===== src/hdl/qrm_pkg.sv =====
// ---------------------------------------------------------------------------
// qrm_pkg
// shared types, constants and width helpers for the quaternion to
// rotation matrix unit
// ---------------------------------------------------------------------------
package qrm_pkg;

    // fixed field widths
    localparam int Q_W     = 16;
    localparam int IDX_W   = 4;
    localparam int OUT_W   = 18;
    localparam int OUT_MAX = 131071;
    localparam int OUT_MIN = -131072;

    // last element index for each layout
    localparam logic [IDX_W-1:0] LAST_3X3 = 4'd8;
    localparam logic [IDX_W-1:0] LAST_4X4 = 4'd15;

    // layout register codes
    localparam logic LAYOUT_3X3 = 1'b0;
    localparam logic LAYOUT_4X4 = 1'b1;

    // operand select codes
    typedef enum logic [1:0] {
        SEL_X,
        SEL_Y,
        SEL_Z,
        SEL_W
    } t_sel;

    // per-element product recipe
    typedef struct packed {
        logic zero;   // padding element
        logic unit;   // add 1.0
        t_sel a1;
        t_sel b1;
        logic neg1;
        t_sel a2;
        t_sel b2;
        logic neg2;
    } t_elem_ctl;

    // width of w: holds signed q_w and a derived root up to 1.0
    function automatic int w_width(input int f);
        return (f + 2 > Q_W) ? f + 2 : Q_W;
    endfunction

    // width of an element before rounding
    function automatic int elem_width(input int f);
        return ((2 * f > 32) ? 2 * f : 32) + 4;
    endfunction

    // recipe for output position idx
    function automatic t_elem_ctl elem_ctl(input logic layout, input logic [IDX_W-1:0] idx);
        t_elem_ctl  c;
        logic [3:0] src;
        logic       pad;
        c   = '{zero: 1'b0, unit: 1'b0, a1: SEL_X, b1: SEL_X, neg1: 1'b0,
                a2: SEL_X, b2: SEL_X, neg2: 1'b0};
        pad = 1'b0;
        src = idx;
        if (layout == LAYOUT_4X4) begin
            if (idx == LAST_4X4) begin
                // corner is exactly 1.0, no products
                pad = 1'b1;
                c.zero = 1'b1;
                c.unit = 1'b1;
            end else if (idx[3:2] != 2'd3 && idx[1:0] != 2'd3) begin
                src = 4'(idx[3:2]) * 4'd3 + 4'(idx[1:0]);
            end else begin
                pad = 1'b1;
                c.zero = 1'b1;
            end
        end
        if (!pad) begin
            case (src)
                4'd0: begin
                    c.unit = 1'b1;
                    c.a1 = SEL_Y; c.b1 = SEL_Y; c.neg1 = 1'b1;
                    c.a2 = SEL_Z; c.b2 = SEL_Z; c.neg2 = 1'b1;
                end
                4'd1: begin
                    c.a1 = SEL_X; c.b1 = SEL_Y; c.neg1 = 1'b0;
                    c.a2 = SEL_Z; c.b2 = SEL_W; c.neg2 = 1'b1;
                end
                4'd2: begin
                    c.a1 = SEL_X; c.b1 = SEL_Z; c.neg1 = 1'b0;
                    c.a2 = SEL_Y; c.b2 = SEL_W; c.neg2 = 1'b0;
                end
                4'd3: begin
                    c.a1 = SEL_X; c.b1 = SEL_Y; c.neg1 = 1'b0;
                    c.a2 = SEL_Z; c.b2 = SEL_W; c.neg2 = 1'b0;
                end
                4'd4: begin
                    c.unit = 1'b1;
                    c.a1 = SEL_X; c.b1 = SEL_X; c.neg1 = 1'b1;
                    c.a2 = SEL_Z; c.b2 = SEL_Z; c.neg2 = 1'b1;
                end
                4'd5: begin
                    c.a1 = SEL_Y; c.b1 = SEL_Z; c.neg1 = 1'b0;
                    c.a2 = SEL_X; c.b2 = SEL_W; c.neg2 = 1'b1;
                end
                4'd6: begin
                    c.a1 = SEL_X; c.b1 = SEL_Z; c.neg1 = 1'b0;
                    c.a2 = SEL_Y; c.b2 = SEL_W; c.neg2 = 1'b1;
                end
                4'd7: begin
                    c.a1 = SEL_Y; c.b1 = SEL_Z; c.neg1 = 1'b0;
                    c.a2 = SEL_X; c.b2 = SEL_W; c.neg2 = 1'b0;
                end
                4'd8: begin
                    c.unit = 1'b1;
                    c.a1 = SEL_X; c.b1 = SEL_X; c.neg1 = 1'b1;
                    c.a2 = SEL_Y; c.b2 = SEL_Y; c.neg2 = 1'b1;
                end
                default: begin
                    c.zero = 1'b1;
                end
            endcase
        end
        return c;
    endfunction

endpackage


===== src/hdl/qrm_isqrt.sv =====
// ---------------------------------------------------------------------------
// qrm_isqrt
// iterative integer square root, one result bit per cycle
// ---------------------------------------------------------------------------
module qrm_isqrt #(
    parameter int FRAC_BITS = 15
) (
    input  logic                   i_clk,
    input  logic                   i_rst_n,
    input  logic                   i_start,
    input  logic [2*FRAC_BITS+1:0] i_radicand,
    output logic                   o_done,
    output logic [FRAC_BITS:0]     o_root
);
    localparam int N    = FRAC_BITS + 1;
    localparam int RADW = 2 * N;
    localparam int REMW = N + 2;
    localparam int SHW  = N + 4;
    localparam int CW   = $clog2(N + 1);

    logic            r_run;
    logic            r_done;
    logic [CW-1:0]   r_cnt;
    logic [RADW-1:0] r_rad;
    logic [REMW-1:0] r_rem;
    logic [N-1:0]    r_root;

    logic [SHW-1:0]  rem_sh;
    logic [SHW-1:0]  trial;
    logic            fits;
    logic [REMW-1:0] n_rem;
    logic [N-1:0]    n_root;

    // one restoring step on the next two radicand bits
    always_comb begin
        rem_sh = {r_rem, r_rad[RADW-1 -: 2]};
        trial  = SHW'({r_root, 2'b01});
        fits   = (rem_sh >= trial);
        n_rem  = fits ? REMW'(rem_sh - trial) : REMW'(rem_sh);
        n_root = {r_root[N-2:0], fits};
    end

    // step sequencing
    always_ff @(posedge i_clk) begin
        if (!i_rst_n) begin
            r_run  <= 1'b0;
            r_done <= 1'b0;
        end else begin
            r_done <= 1'b0;
            if (i_start) begin
                r_run  <= 1'b1;
                r_cnt  <= CW'(N);
                r_rad  <= i_radicand;
                r_rem  <= '0;
                r_root <= '0;
            end else if (r_run) begin
                r_rad  <= {r_rad[RADW-3:0], 2'b00};
                r_rem  <= n_rem;
                r_root <= n_root;
                r_cnt  <= r_cnt - CW'(1);
                if (r_cnt == CW'(1)) begin
                    r_run  <= 1'b0;
                    r_done <= 1'b1;
                end
            end
        end
    end

    assign o_done = r_done;
    assign o_root = r_root;

endmodule


===== src/hdl/qrm_front.sv =====
// ---------------------------------------------------------------------------
// qrm_front
// accepts words, passes w through or derives it by square root, and
// pushes the completed operand set into the queue
// ---------------------------------------------------------------------------
module qrm_front #(
    parameter int FRAC_BITS = 15
) (
    input  logic                     i_clk,
    input  logic                     i_rst_n,
    input  logic                     i_start,
    output logic                     o_busy,
    input  logic signed [15:0]       i_q_x,
    input  logic signed [15:0]       i_q_y,
    input  logic signed [15:0]       i_q_z,
    input  logic signed [15:0]       i_q_w,
    input  logic                     i_has_w,
    input  logic                     i_full,
    output logic                     o_push,
    output logic [3*qrm_pkg::Q_W+qrm_pkg::w_width(FRAC_BITS)-1:0] o_data
);
    import qrm_pkg::*;

    localparam int WW   = w_width(FRAC_BITS);
    localparam int EW   = elem_width(FRAC_BITS);
    localparam int N    = FRAC_BITS + 1;
    localparam int RADW = 2 * N;
    localparam logic signed [EW-1:0] ONE_E = EW'(1) <<< (2 * FRAC_BITS);

    typedef enum logic [2:0] {
        S_IDLE,
        S_SQUARE,
        S_RAD,
        S_ROOT,
        S_PUSH
    } t_state;

    t_state                 r_state;
    logic signed [Q_W-1:0]  r_x;
    logic signed [Q_W-1:0]  r_y;
    logic signed [Q_W-1:0]  r_z;
    logic signed [WW-1:0]   r_w;
    logic signed [31:0]     r_sq_x;
    logic signed [31:0]     r_sq_y;
    logic signed [31:0]     r_sq_z;

    logic                   accept;
    logic signed [EW-1:0]   rad;
    logic [RADW-1:0]        rad_pos;
    logic                   sq_start;
    logic                   sq_done;
    logic [N-1:0]           sq_root;

    // handshake
    assign o_push = (r_state == S_PUSH) && !i_full;
    assign o_busy = !((r_state == S_IDLE) || o_push);
    assign accept = i_start && !o_busy;
    assign o_data = {r_x, r_y, r_z, r_w};

    // radicand 1 - x^2 - y^2 - z^2, clamped at zero
    always_comb begin
        rad     = ONE_E - EW'(r_sq_x) - EW'(r_sq_y) - EW'(r_sq_z);
        rad_pos = (rad > 0) ? RADW'(rad) : '0;
    end
    assign sq_start = (r_state == S_RAD);

    qrm_isqrt #(
        .FRAC_BITS (FRAC_BITS)
    ) u_isqrt (
        .i_clk      (i_clk),
        .i_rst_n    (i_rst_n),
        .i_start    (sq_start),
        .i_radicand (rad_pos),
        .o_done     (sq_done),
        .o_root     (sq_root)
    );

    // state and operand registers
    always_ff @(posedge i_clk) begin
        if (!i_rst_n) begin
            r_state <= S_IDLE;
        end else begin
            case (r_state)
                S_IDLE, S_PUSH: begin
                    if (accept) begin
                        r_x <= i_q_x;
                        r_y <= i_q_y;
                        r_z <= i_q_z;
                        r_w <= WW'(i_q_w);
                        r_state <= i_has_w ? S_PUSH : S_SQUARE;
                    end else if (o_push) begin
                        r_state <= S_IDLE;
                    end
                end
                S_SQUARE: begin
                    r_sq_x  <= r_x * r_x;
                    r_sq_y  <= r_y * r_y;
                    r_sq_z  <= r_z * r_z;
                    r_state <= S_RAD;
                end
                S_RAD: begin
                    r_state <= S_ROOT;
                end
                S_ROOT: begin
                    if (sq_done) begin
                        r_w     <= WW'(sq_root);
                        r_state <= S_PUSH;
                    end
                end
                default: begin
                    r_state <= S_IDLE;
                end
            endcase
        end
    end

endmodule


===== src/hdl/qrm_fifo.sv =====
// ---------------------------------------------------------------------------
// qrm_fifo
// two-entry queue between the front and back parts
// ---------------------------------------------------------------------------
module qrm_fifo #(
    parameter int DATA_W = 66
) (
    input  logic              i_clk,
    input  logic              i_rst_n,
    input  logic              i_push,
    input  logic [DATA_W-1:0] i_data,
    output logic              o_full,
    input  logic              i_pop,
    output logic              o_empty,
    output logic [DATA_W-1:0] o_data
);
    localparam int DEPTH = 2;

    logic [DATA_W-1:0] r_mem [DEPTH];
    logic              r_wr_ptr;
    logic              r_rd_ptr;
    logic [1:0]        r_cnt;

    assign o_full  = (r_cnt == 2'(DEPTH));
    assign o_empty = (r_cnt == 2'd0);
    assign o_data  = r_mem[r_rd_ptr];

    // storage
    always_ff @(posedge i_clk) begin
        if (i_push) begin
            r_mem[r_wr_ptr] <= i_data;
        end
    end

    // pointers and fill count
    always_ff @(posedge i_clk) begin
        if (!i_rst_n) begin
            r_wr_ptr <= 1'b0;
            r_rd_ptr <= 1'b0;
            r_cnt    <= 2'd0;
        end else begin
            if (i_push) begin
                r_wr_ptr <= !r_wr_ptr;
            end
            if (i_pop) begin
                r_rd_ptr <= !r_rd_ptr;
            end
            case ({i_push, i_pop})
                2'b10:   r_cnt <= r_cnt + 2'd1;
                2'b01:   r_cnt <= r_cnt - 2'd1;
                default: r_cnt <= r_cnt;
            endcase
        end
    end

endmodule


===== src/hdl/qrm_back.sv =====
// ---------------------------------------------------------------------------
// qrm_back
// walks the matrix positions of one operand set, one element per cycle:
// products, sum, then rounding and saturation
// ---------------------------------------------------------------------------
module qrm_back #(
    parameter int FRAC_BITS = 15
) (
    input  logic                   i_clk,
    input  logic                   i_rst_n,
    input  logic                   i_layout,
    input  logic                   i_empty,
    output logic                   o_pop,
    input  logic [3*qrm_pkg::Q_W+qrm_pkg::w_width(FRAC_BITS)-1:0] i_data,
    output logic                   o_valid,
    output logic [qrm_pkg::IDX_W-1:0]        o_element_index,
    output logic signed [qrm_pkg::OUT_W-1:0] o_element_value,
    output logic                   o_last
);
    import qrm_pkg::*;

    localparam int WW  = w_width(FRAC_BITS);
    localparam int EW  = elem_width(FRAC_BITS);
    localparam int P2W = Q_W + WW;
    localparam int QW  = EW - FRAC_BITS;
    localparam logic signed [EW-1:0] ONE_E  = EW'(1) <<< (2 * FRAC_BITS);
    localparam logic signed [EW-1:0] HALF_E = EW'(1) <<< (FRAC_BITS - 1);
    localparam logic signed [QW-1:0] SAT_HI = QW'(OUT_MAX);
    localparam logic signed [QW-1:0] SAT_LO = QW'(OUT_MIN);

    // current operand set
    logic                   r_act;
    logic [IDX_W-1:0]       r_idx;
    logic signed [Q_W-1:0]  r_x;
    logic signed [Q_W-1:0]  r_y;
    logic signed [Q_W-1:0]  r_z;
    logic signed [WW-1:0]   r_w;

    // product stage
    logic                   r_s1_vld;
    logic [IDX_W-1:0]       r_s1_idx;
    logic                   r_s1_last;
    t_elem_ctl              r_s1_ctl;
    logic signed [31:0]     r_p1;
    logic signed [P2W-1:0]  r_p2;

    // sum stage
    logic                   r_s2_vld;
    logic [IDX_W-1:0]       r_s2_idx;
    logic                   r_s2_last;
    logic signed [EW-1:0]   r_s2_sum;

    // output stage
    logic                   r_out_vld;
    logic [IDX_W-1:0]       r_out_idx;
    logic                   r_out_last;
    logic signed [OUT_W-1:0] r_out_val;

    t_elem_ctl              ctl;
    logic                   issue_last;
    logic signed [Q_W-1:0]  op_a1;
    logic signed [Q_W-1:0]  op_b1;
    logic signed [Q_W-1:0]  op_a2;
    logic signed [WW-1:0]   op_b2;
    logic signed [EW-1:0]   t1;
    logic signed [EW-1:0]   t2;
    logic signed [EW-1:0]   n_sum;
    logic signed [EW-1:0]   rnd;
    logic signed [QW-1:0]   q;
    logic signed [OUT_W-1:0] n_val;

    function automatic logic signed [Q_W-1:0] pick16(input t_sel s,
            input logic signed [Q_W-1:0] x, input logic signed [Q_W-1:0] y,
            input logic signed [Q_W-1:0] z);
        case (s)
            SEL_Y:   return y;
            SEL_Z:   return z;
            default: return x;
        endcase
    endfunction

    // element recipe and operand selection
    always_comb begin
        ctl        = elem_ctl(i_layout, r_idx);
        issue_last = (i_layout == LAYOUT_4X4) ? (r_idx == LAST_4X4) : (r_idx == LAST_3X3);
        op_a1      = pick16(ctl.a1, r_x, r_y, r_z);
        op_b1      = pick16(ctl.b1, r_x, r_y, r_z);
        op_a2      = pick16(ctl.a2, r_x, r_y, r_z);
        case (ctl.b2)
            SEL_Y:   op_b2 = WW'(r_y);
            SEL_Z:   op_b2 = WW'(r_z);
            SEL_W:   op_b2 = r_w;
            default: op_b2 = WW'(r_x);
        endcase
    end

    // take the next operand set when idle or on the last position of the current one
    assign o_pop = !i_empty && (!r_act || issue_last);

    always_ff @(posedge i_clk) begin
        if (!i_rst_n) begin
            r_act <= 1'b0;
        end else begin
            if (o_pop) begin
                r_act <= 1'b1;
                r_idx <= '0;
                {r_x, r_y, r_z, r_w} <= i_data;
            end else if (r_act) begin
                if (issue_last) begin
                    r_act <= 1'b0;
                end
                r_idx <= r_idx + IDX_W'(1);
            end
        end
    end

    // product stage
    always_ff @(posedge i_clk) begin
        if (!i_rst_n) begin
            r_s1_vld <= 1'b0;
        end else begin
            r_s1_vld <= r_act;
        end
        r_s1_idx  <= r_idx;
        r_s1_last <= issue_last;
        r_s1_ctl  <= ctl;
        r_p1      <= op_a1 * op_b1;
        r_p2      <= op_a2 * op_b2;
    end

    // sum: base plus or minus twice each product
    always_comb begin
        t1    = EW'(r_p1) <<< 1;
        t2    = EW'(r_p2) <<< 1;
        if (r_s1_ctl.neg1) begin
            t1 = -t1;
        end
        if (r_s1_ctl.neg2) begin
            t2 = -t2;
        end
        n_sum = (r_s1_ctl.unit ? ONE_E : '0) + t1 + t2;
        if (r_s1_ctl.zero) begin
            n_sum = r_s1_ctl.unit ? ONE_E : '0;
        end
    end

    always_ff @(posedge i_clk) begin
        if (!i_rst_n) begin
            r_s2_vld <= 1'b0;
        end else begin
            r_s2_vld <= r_s1_vld;
        end
        r_s2_idx  <= r_s1_idx;
        r_s2_last <= r_s1_last;
        r_s2_sum  <= n_sum;
    end

    // round to nearest with ties up, then saturate
    always_comb begin
        rnd = r_s2_sum + HALF_E;
        q   = QW'(rnd >>> FRAC_BITS);
        if (q > SAT_HI) begin
            n_val = OUT_W'(SAT_HI);
        end else if (q < SAT_LO) begin
            n_val = OUT_W'(SAT_LO);
        end else begin
            n_val = OUT_W'(q);
        end
    end

    always_ff @(posedge i_clk) begin
        if (!i_rst_n) begin
            r_out_vld <= 1'b0;
        end else begin
            r_out_vld <= r_s2_vld;
        end
        r_out_idx  <= r_s2_idx;
        r_out_last <= r_s2_last;
        r_out_val  <= n_val;
    end

    assign o_valid         = r_out_vld;
    assign o_element_index = r_out_idx;
    assign o_element_value = r_out_val;
    assign o_last          = r_out_last;

endmodule


===== src/hdl/quaternion_to_rotation_matrix_unit.sv =====
// ---------------------------------------------------------------------------
// quaternion_to_rotation_matrix_unit
// converts a quaternion into its rotation matrix, streamed one element
// per cycle in row order as a 3x3 or 4x4 homogeneous matrix
// ---------------------------------------------------------------------------
//  channel   | handshake              | payload
//  ----------+------------------------+----------------------------------------
//  input     | start / busy           | i_q_x, i_q_y, i_q_z, i_q_w, i_has_w
//  config    | i_cfg_wr_en            | i_cfg_wr_data (matrix layout)
//  result    | o_valid, one cycle     | o_element_index, o_element_value, o_last
//
//  the back part emits one element per cycle: 9 elements per word in 3x3
//  layout, 16 in 4x4, back to back across words while the queue is not empty.
//  a word with has_w set goes straight to the push state on acceptance;
//  one without it first passes the square, radicand and root states, the
//  root coming from the bit-per-cycle square root.
//  a two-entry queue sits between front and back; each element then passes
//  the product, sum and output stages, all registered.
//  synchronous active-low reset clears all control state.
//  results cannot be held off; busy is high while the front is deriving w
//  and while it holds a finished word that the full queue cannot take.
// ---------------------------------------------------------------------------
module quaternion_to_rotation_matrix_unit #(
    parameter int FRAC_BITS = 15
) (
    input  logic                                i_clk,
    input  logic                                i_rst_n,
    input  logic                                start,
    output logic                                busy,
    input  logic signed [qrm_pkg::Q_W-1:0]      i_q_x,
    input  logic signed [qrm_pkg::Q_W-1:0]      i_q_y,
    input  logic signed [qrm_pkg::Q_W-1:0]      i_q_z,
    input  logic signed [qrm_pkg::Q_W-1:0]      i_q_w,
    input  logic                                i_has_w,
    input  logic                                i_cfg_wr_en,
    input  logic                                i_cfg_wr_data,
    output logic                                o_valid,
    output logic [qrm_pkg::IDX_W-1:0]           o_element_index,
    output logic signed [qrm_pkg::OUT_W-1:0]    o_element_value,
    output logic                                o_last
);
    import qrm_pkg::*;

    localparam int DW = 3 * Q_W + w_width(FRAC_BITS);

    logic          r_layout;
    logic          q_push;
    logic          q_full;
    logic          q_pop;
    logic          q_empty;
    logic [DW-1:0] q_wdata;
    logic [DW-1:0] q_rdata;

    // layout register
    always_ff @(posedge i_clk) begin
        if (!i_rst_n) begin
            r_layout <= LAYOUT_3X3;
        end else if (i_cfg_wr_en) begin
            r_layout <= i_cfg_wr_data;
        end
    end

    qrm_front #(
        .FRAC_BITS (FRAC_BITS)
    ) u_front (
        .i_clk   (i_clk),
        .i_rst_n (i_rst_n),
        .i_start (start),
        .o_busy  (busy),
        .i_q_x   (i_q_x),
        .i_q_y   (i_q_y),
        .i_q_z   (i_q_z),
        .i_q_w   (i_q_w),
        .i_has_w (i_has_w),
        .i_full  (q_full),
        .o_push  (q_push),
        .o_data  (q_wdata)
    );

    qrm_fifo #(
        .DATA_W (DW)
    ) u_fifo (
        .i_clk   (i_clk),
        .i_rst_n (i_rst_n),
        .i_push  (q_push),
        .i_data  (q_wdata),
        .o_full  (q_full),
        .i_pop   (q_pop),
        .o_empty (q_empty),
        .o_data  (q_rdata)
    );

    qrm_back #(
        .FRAC_BITS (FRAC_BITS)
    ) u_back (
        .i_clk           (i_clk),
        .i_rst_n         (i_rst_n),
        .i_layout        (r_layout),
        .i_empty         (q_empty),
        .o_pop           (q_pop),
        .i_data          (q_rdata),
        .o_valid         (o_valid),
        .o_element_index (o_element_index),
        .o_element_value (o_element_value),
        .o_last          (o_last)
    );

endmodule


===== config.mk =====
export PLATFORM = sky130hd
export DESIGN_NAME = quaternion_to_rotation_matrix_unit
export DESIGN_NICKNAME = d
export VERILOG_FILES = /design/src/hdl/qrm_pkg.sv /design/src/hdl/qrm_isqrt.sv /design/src/hdl/qrm_front.sv /design/src/hdl/qrm_fifo.sv /design/src/hdl/qrm_back.sv /design/src/hdl/quaternion_to_rotation_matrix_unit.sv
export SDC_FILE = /design/constraint.sdc
export NUM_CORES = 2
export LEC_CHECK = 0
export BUFFER_PORTS_ARGS = -buffer_cell sky130_fd_sc_hd__buf_4
export CELL_PAD_IN_SITES_DETAIL_PLACEMENT = 1
export CELL_PAD_IN_SITES_GLOBAL_PLACEMENT = 1
export CORE_ASPECT_RATIO = 0.6
export CORE_MARGIN = 4
export CORE_UTILIZATION = 53
export DETAILED_ROUTE_END_ITERATION = 7
export HOLD_SLACK_MARGIN = 0.15
export PLACE_DENSITY_LB_ADDON = 0.05
export SLEW_MARGIN = 20
export SYNTH_ARGS = -nofsm -noshare
export SYNTH_HDL_FRONTEND = slang
export SYNTH_SLANG_ARGS = --single-unit

===== constraint.sdc =====
create_clock -name i_clk -period 13.4 [get_ports i_clk]
set_input_delay 2.01 -clock i_clk [delete_from_list [all_inputs] [get_ports i_clk]]
set_output_delay 2.01 -clock i_clk [all_outputs]
set_load 0.02 [all_outputs]

Yosys cells after proc, flatten, opt, wreduce, memory -nomap -nowiden
Memory sizes are Yosys's and may differ from the RTL's. A register that Yosys moved wholly into a read port is not among the register bits.
Index checks and enable logic that the tools add are counted.
Word-level totals
  memories: 1
  word-level logic and storage cells: 174
  memory bits (writable): 130
  output and inout bits: 25
  register bits: 388
  bits of input ports: 70
Cells by class
  equality and inequality tests: 32
  reductions and logical operators: 30
  order comparisons: 4
  bitwise logic cells: 2
  add/subtract/negate cells: 14
  muxes and demuxes: 48
  multiply operators: 6
Memory list
  u_fifo.r_mem: words 2, bits a word 65, read ports 1, clocked after memory_dff 1, write ports 1, line qrm_fifo.sv:19  | logic [DATA_W-1:0] r_mem [DEPTH];
Operators by type and width (count)
  multiplier 16 x 16 -> 32 bit: 4
  2-to-1 mux 36 bit: 3
  2-to-1 mux 32 bit: 3
  one-hot mux 16 bit (2 select lines): 3
  one-hot mux 9 bit (9 select lines): 1
  adder 36 bit: 2
  2-to-1 mux 18 bit: 3
  one-hot mux 17 bit (3 select lines): 1
  adder 36 x 16 -> 36 bit (second input constant): 1
  > comparator 36 x 1 -> 1 bit (second input constant): 1
  negator 33 -> 36 bit: 1
  negator 34 -> 36 bit: 1
  subtractor 36 x 32 -> 36 bit: 1
  2-to-1 mux 17 bit: 2
  one-hot mux 17 bit (2 select lines): 1
  subtractor 33 x 32 -> 34 bit: 1
  multiplier 16 x 17 -> 33 bit: 1
  subtractor 32 x 32 -> 33 bit (first input constant): 1
  2-to-1 mux 31 bit: 1
  > comparator 21 x 18 -> 1 bit (second input constant): 1
  less-than comparator 21 x 18 -> 1 bit (second input constant): 1
  greater-or-equal comparator 20 x 18 -> 1 bit: 1
  subtractor 18 bit: 1
  equality test 4 x 3 -> 1 bit (second input constant): 4
  other kinds (41): 96

Logic depth before layout (Yosys ltp)
  word-level depth: 12
  depth in mapped cells: 39
  mapped depth without buffers: 36

Hierarchy
A second synthesis with hierarchy kept.
Second synthesis, totals
  cells, all modules: 7429
  area total of the unflattened synthesis: 74092.3 um^2
By module, submodules not included
  qrm_front: cells an instance 3590, instances 1, area an instance 35197.5 um^2
  qrm_back: cells an instance 3285, instances 1, area an instance 30010.0 um^2
  qrm_fifo: cells an instance 224, instances 1, area an instance 4899.7 um^2
  qrm_isqrt: cells an instance 327, instances 1, area an instance 3948.8 um^2
  quaternion_to_rotation_matrix_unit: cells an instance 3, instances 1, area an instance 36.3 um^2

Worst setup path before layout
OpenSTA, ideal clock, no wires.
  path kind: in2reg
  start: input i_rst_n
  end: register u_front.r_sq_x[0] (enable)
  data arrival time: 11.575 ns
  stages on the path: 2
  data required time: 12.595 ns
  setup slack: 1.020 ns
  buffers on the path: 0
  library setup time: 0.805 ns
  cell sequence: inv_1 nor4b_1
Between the ends
  word-level cells in the longest chain between the ends: 1
Ends and longest elaborated chain
  from (decl): line quaternion_to_rotation_matrix_unit.sv:27  | input logic i_rst_n,
  AND reduction 2 bit (no source line)
  to (signal assigned): line qrm_front.sv:96  | r_sq_x <= r_x * r_x;
  to (decl): line qrm_front.sv:43  | logic signed [31:0] r_sq_x;
No other way between the ends.
A chain may end at the register's enable or synchronous reset.

Final worst setup path
  start: register u_back.r_idx[3]
  end: register u_back.r_p2[32]
Between the ends
  word-level cells in the longest chain between the ends: 11
  elaborated cells between the ends (all ways): 30
  classes of those cells: add/sub: 1; mul: 2; eq/ne: 15; mux: 10; reduce/logical: 2
Ends and longest elaborated chain
  from (decl): line qrm_back.sv:33  | logic [IDX_W-1:0] r_idx;
  from (signal assigned): line qrm_back.sv:112  | r_idx <= r_idx + IDX_W'(1);
  multiplier 2 x 2 -> 4 bit or != test 2 bit (tied branches): line qrm_pkg.sv:69, qrm_pkg.sv:68
  adder 4 x 2 -> 4 bit or logical AND 1 bit (tied branches): line qrm_pkg.sv:69, qrm_pkg.sv:68
  2-to-1 mux 4 bit: line qrm_pkg.sv:68  | end else if (idx[3:2] != 2'd3 && idx[1:0] != 2'd3) begin
  2-to-1 mux 4 bit: line qrm_pkg.sv:63  | if (idx == LAST_4X4) begin
  2-to-1 mux 4 bit: line qrm_pkg.sv:62  | if (layout == LAYOUT_4X4) begin
  equality test 4 bit (tied with other cells): line qrm_pkg.sv:76  | case (src)
  one-hot mux 9 bit (9 select lines): line qrm_pkg.sv:76
  2-to-1 mux 12 bit (*): line qrm_pkg.sv:75  | if (!pad) begin
  equality test 2 bit (tied with other cells): line qrm_back.sv:89  | case (ctl.b2)
  one-hot mux 17 bit (3 select lines) or one-hot mux 16 bit (2 select lines) (tied branches): line qrm_back.sv:89, qrm_back.sv:75
  multiplier 16 x 17 -> 33 bit (*): line qrm_back.sv:128  | r_p2 <= op_a2 * op_b2;
  to (signal assigned): line qrm_back.sv:128
  to (decl): line qrm_back.sv:45  | logic signed [P2W-1:0] r_p2;
Every way passes the cells marked *; elsewhere a longest branch is shown, timed or not.

==> results_dict.tcl <==
set metrics [dict create \
    worstRegToRegCells 33 \
    post-route-period-util_pct 83.5 \
    ctsHtreeMaxLevel 2 \
    worst_hold_path.num_cells 0 \
    netlist_area_um2 73200 \
    max_freq_mhz 89.4 \
    route.vias.total 52800 \
    fp-row-count 105 \
    report.final.setup_viol 0 \
    route.layer.met1.wl_um 107000 \
    beginning_of_the_worst_register_to_register_path "u_back.r_idx[3]" \
    path_buf_inv 6 \
    async_flop_share_pct 0 \
    worst_pin_slew_ns 1.44 \
    slew_violations 0 \
    multi_input_area_um2 50700 \
    dp_hpwl_um 184000 \
    post_cts_resized 0 \
    cts_sinks 566 \
    ys_ff_latch 566 \
    worst_ep_arrival_time_ns 11.78 \
    worst_skew_pair.late_latency_ns 0.71 \
    tritoncts.num_buffers 58 \
    detail_route.vias_per_cell 5.69 \
    ctsHoldBuffers 0 \
    grt_setup_unrepaired "false" \
    drtPass1Iterations 6 \
    finish.net_count 9350 \
    area_growth_syn_to_layout_pct 7.01 \
    finalCriticalPeriod_ns 11.19 \
    cp_slowest_cell "sky130_fd_sc_hd__mux2i_1" \
    drt-initial-drc-count 4649 \
    endpoint_kind "flop" \
    finClkSkew_ns 0.0565 \
    pin_count 95 \
    width_of_the_die_um 488 \
    grt_first_pass_wirelength_um 348000 \
    number_of_enable_type_register_cells_in_the_synthesized_netlist 428 \
    totalNegativeSetupSlack_ns 0 \
    type_of_the_worst_setup_path "flop to flop" \
    cp-start-kind "flop" \
    io_buffer_count 94 \
    grt_residual_overflow 0 \
    register_area_um2 15600 \
    mostFrequentLayoutCells "sky130_fd_sc_hd__inv_1, sky130_fd_sc_hd__fa_1, sky130_fd_sc_hd__nand2_1, sky130_fd_sc_hd__ha_1, sky130_fd_sc_hd__nor2_1" \
    min_path_type "flop to flop" \
    clock_tree.root_cell "sky130_fd_sc_hd__clkbuf_16" \
    path_delay_family "adder cells" \
    synthesis.instances 7330 \
    ant_nets 0 \
    timing.hold.worst.start "u_back.r_s2_idx[0]" \
    worst_ep_required_time_ns 13.99 \
    number_of_global_route_vias_before_repair 57500 \
    finalWirelength_um 223000 \
    design.core.area_um2 137000 \
    cpMostUsedCell "sky130_fd_sc_hd__fa_1" \
    post_route_cells_drive_above_1_share_pct 5.78 \
    postCtsSetupRepairBufs 0 \
    final_common_cell "sky130_fd_sc_hd__inv_1" \
    hold_ep "u_back.o_element_index[0]" \
    track_usage_pct 31.8 \
    net_count_after_synthesis 9271 \
    yosysSeqAreaShare_pct 21.3 \
    drt_drc_violations_left 0 \
    fillCellCount 15100 \
    clk_transition_reported_paths_ns 0.08 \
    effective_utilization_at_floorplan_pct 53.5 \
    outcome "complete, no violations" \
    drt-wirelength-per-cell_um 24.1 \
    crit_path_max_incr_delay_ns 0.75 \
    crit_fanout 35 \
    synth.yosys.warnings 0 \
    grt_max_degree 72 \
    route.met3.wl_um 23900 \
    die_h_um 296 \
    met2WireLength_um 89000 \
    floorplan.die_area_um2 144000 \
    gp_congestion 0.997 \
    tritoncts "yes" \
    max_slew_headroom_at_the_worst_pin_pct 3.43 \
    highest-signal-layer "met5" \
    worst-r2r-setup-slack_ns 2.21 \
    cap_viol_max_count 0 \
    unique_masters_post_synth 77 \
    grt_antenna_before_repair 14 \
    cts-root-to-sink-buffers 3 \
    worst_r2r_endpoint "u_back.r_p2[32]" \
    final-hold-violation-count 0 \
    dominantRegCellSynth "sky130_fd_sc_hd__edfxtp_1" \
    critical_path_cell_count 33 \
    syn-mean-instance-area_um2 9.99 \
]
## cells in the mapped netlist (8+ instances only)
cell	count	share of area, %
sky130_fd_sc_hd__nand2_1	615	3.2
sky130_fd_sc_hd__nor2_1	544	2.8
sky130_fd_sc_hd__fa_1	1260	34
sky130_fd_sc_hd__o21ai_1	12	0.082
sky130_fd_sc_hd__or2_2	24	0.21
sky130_fd_sc_hd__a22oi_1	33	0.34
sky130_fd_sc_hd__a221oi_1	12	0.14
sky130_fd_sc_hd__xnor2_1	264	3.2
sky130_fd_sc_hd__clkbuf_1	166	0.85
sky130_fd_sc_hd__nand3_1	66	0.45
sky130_fd_sc_hd__o21a_1	63	0.65
sky130_fd_sc_hd__nor4_1	14	0.12
sky130_fd_sc_hd__a31oi_1	25	0.21
sky130_fd_sc_hd__a211o_1	8	0.096
sky130_fd_sc_hd__dfxtp_1	138	3.8
sky130_fd_sc_hd__or4_1	13	0.13
sky130_fd_sc_hd__or3_1	26	0.22
sky130_fd_sc_hd__a311oi_1	8	0.096
sky130_fd_sc_hd__inv_1	1696	8.7
sky130_fd_sc_hd__a21oi_1	210	1.4
sky130_fd_sc_hd__nor2b_1	33	0.28
sky130_fd_sc_hd__o21ai_0	182	1.2
sky130_fd_sc_hd__a22o_1	28	0.33
sky130_fd_sc_hd__o31ai_1	29	0.30
sky130_fd_sc_hd__nand4_1	24	0.21
sky130_fd_sc_hd__nand2b_1	70	0.60
sky130_fd_sc_hd__a211oi_1	24	0.25
sky130_fd_sc_hd__o21bai_1	34	0.35
sky130_fd_sc_hd__xor2_1	77	0.92
sky130_fd_sc_hd__and4_1	8	0.096
sky130_fd_sc_hd__edfxtp_1	428	18
sky130_fd_sc_hd__o211ai_1	16	0.16
sky130_fd_sc_hd__nor3_1	48	0.33
sky130_fd_sc_hd__ha_1	611	10
sky130_fd_sc_hd__a41oi_1	8	0.096
sky130_fd_sc_hd__and3_1	28	0.24
sky130_fd_sc_hd__a21o_1	91	0.93
sky130_fd_sc_hd__and2_1	160	1.4
sky130_fd_sc_hd__o41ai_1	12	0.14
sky130_fd_sc_hd__mux2_2	84	1.3
sky130_fd_sc_hd__a221o_1	16	0.22
sky130_fd_sc_hd__mux2i_1	43	0.59
## logic make-up (layout without fill, tap and decap cells)
| kind of cell | count (synthesis) | after routing | synth area share [%] |
|---|---|---|---|
| mux | 127 | 127 | 1.88 |
| compound gates | 863 | 863 | 7.79 |
| simple gates | 1693 | 1693 | 10.4 |
| flops | 566 | 566 | 21.3 |
| other cells | 0 | 3 | 0 |
| buf+inv | 1868 | 1993 | 9.58 |
| fa+ha+maj | 1871 | 1871 | 44.9 |
| xor+xnor | 342 | 342 | 4.11 |
## worst max path at each step
stage | start | to
after floorplan | i_rst_n | u_front.r_sq_x[0]
after global placement | u_back.r_idx[2] | u_back.r_p2[32]
after detailed placement | u_back.r_idx[3] | u_back.r_p2[32]
after CTS | u_back.r_idx[3] | u_back.r_p2[32]
after global routing | u_back.r_idx[0] | u_back.r_p2[32]
final | u_back.r_idx[3] | u_back.r_p2[32]
## stage by stage
| stage | utilization, % | hold slack, ns | cell area (um2) | instances | worst slack [ns] |
|---|---|---|---|---|---|
| finish | 57.2 | 0.329 | 78400 | 9277 | 2.21 |
| global route | 57.2 | 0.337 | 78400 | 9276 | 1.46 |
| CTS | 57.2 | 0.329 | 78300 | 9273 | 2.08 |
| detailed placement | 55.8 | 0.313 | 76400 | 9167 | 2.15 |
| global placement | 55.8 | 0.311 | 76400 | 9167 | 2.43 |
| floorplan | - | 0.310 | 73200 | 7330 | 1.02 |
## state kept, by name, indices dropped and copies added (netlist names), 22 cells and up
register and count:
u_back.r_p1 32, u_fifo.r_mem 130, u_back.r_p2 33, u_front.u_isqrt.r_rad 32
u_front.r_sq_z 31, u_front.r_sq_x 31, u_front.r_sq_y 31, u_back.r_s2_sum 22
## layer usage
metal / track usage, % / up-vias
met5: 1.84 / -
met4: 3.94 / 8
met3: 9.52 / 203
met2: 44.1 / 1936
met1: 49.9 / 27500
li1: - / 23100
## cell type report
cell class	instances	share of cell area (%)
Tap cell	1819	2.90
Antenna cell	3	0.00958
Clock buffer	66	1.96
Timing Repair Buffer	188	1.81
Clock inverter	40	0.511
Inverter	1699	8.14
Sequential cell	566	19.9
Multi-Input combinational cell	4896	64.7
Power is not shown: default switching activity piles up to over one toggle a cycle in this logic, so the estimate is an artifact.
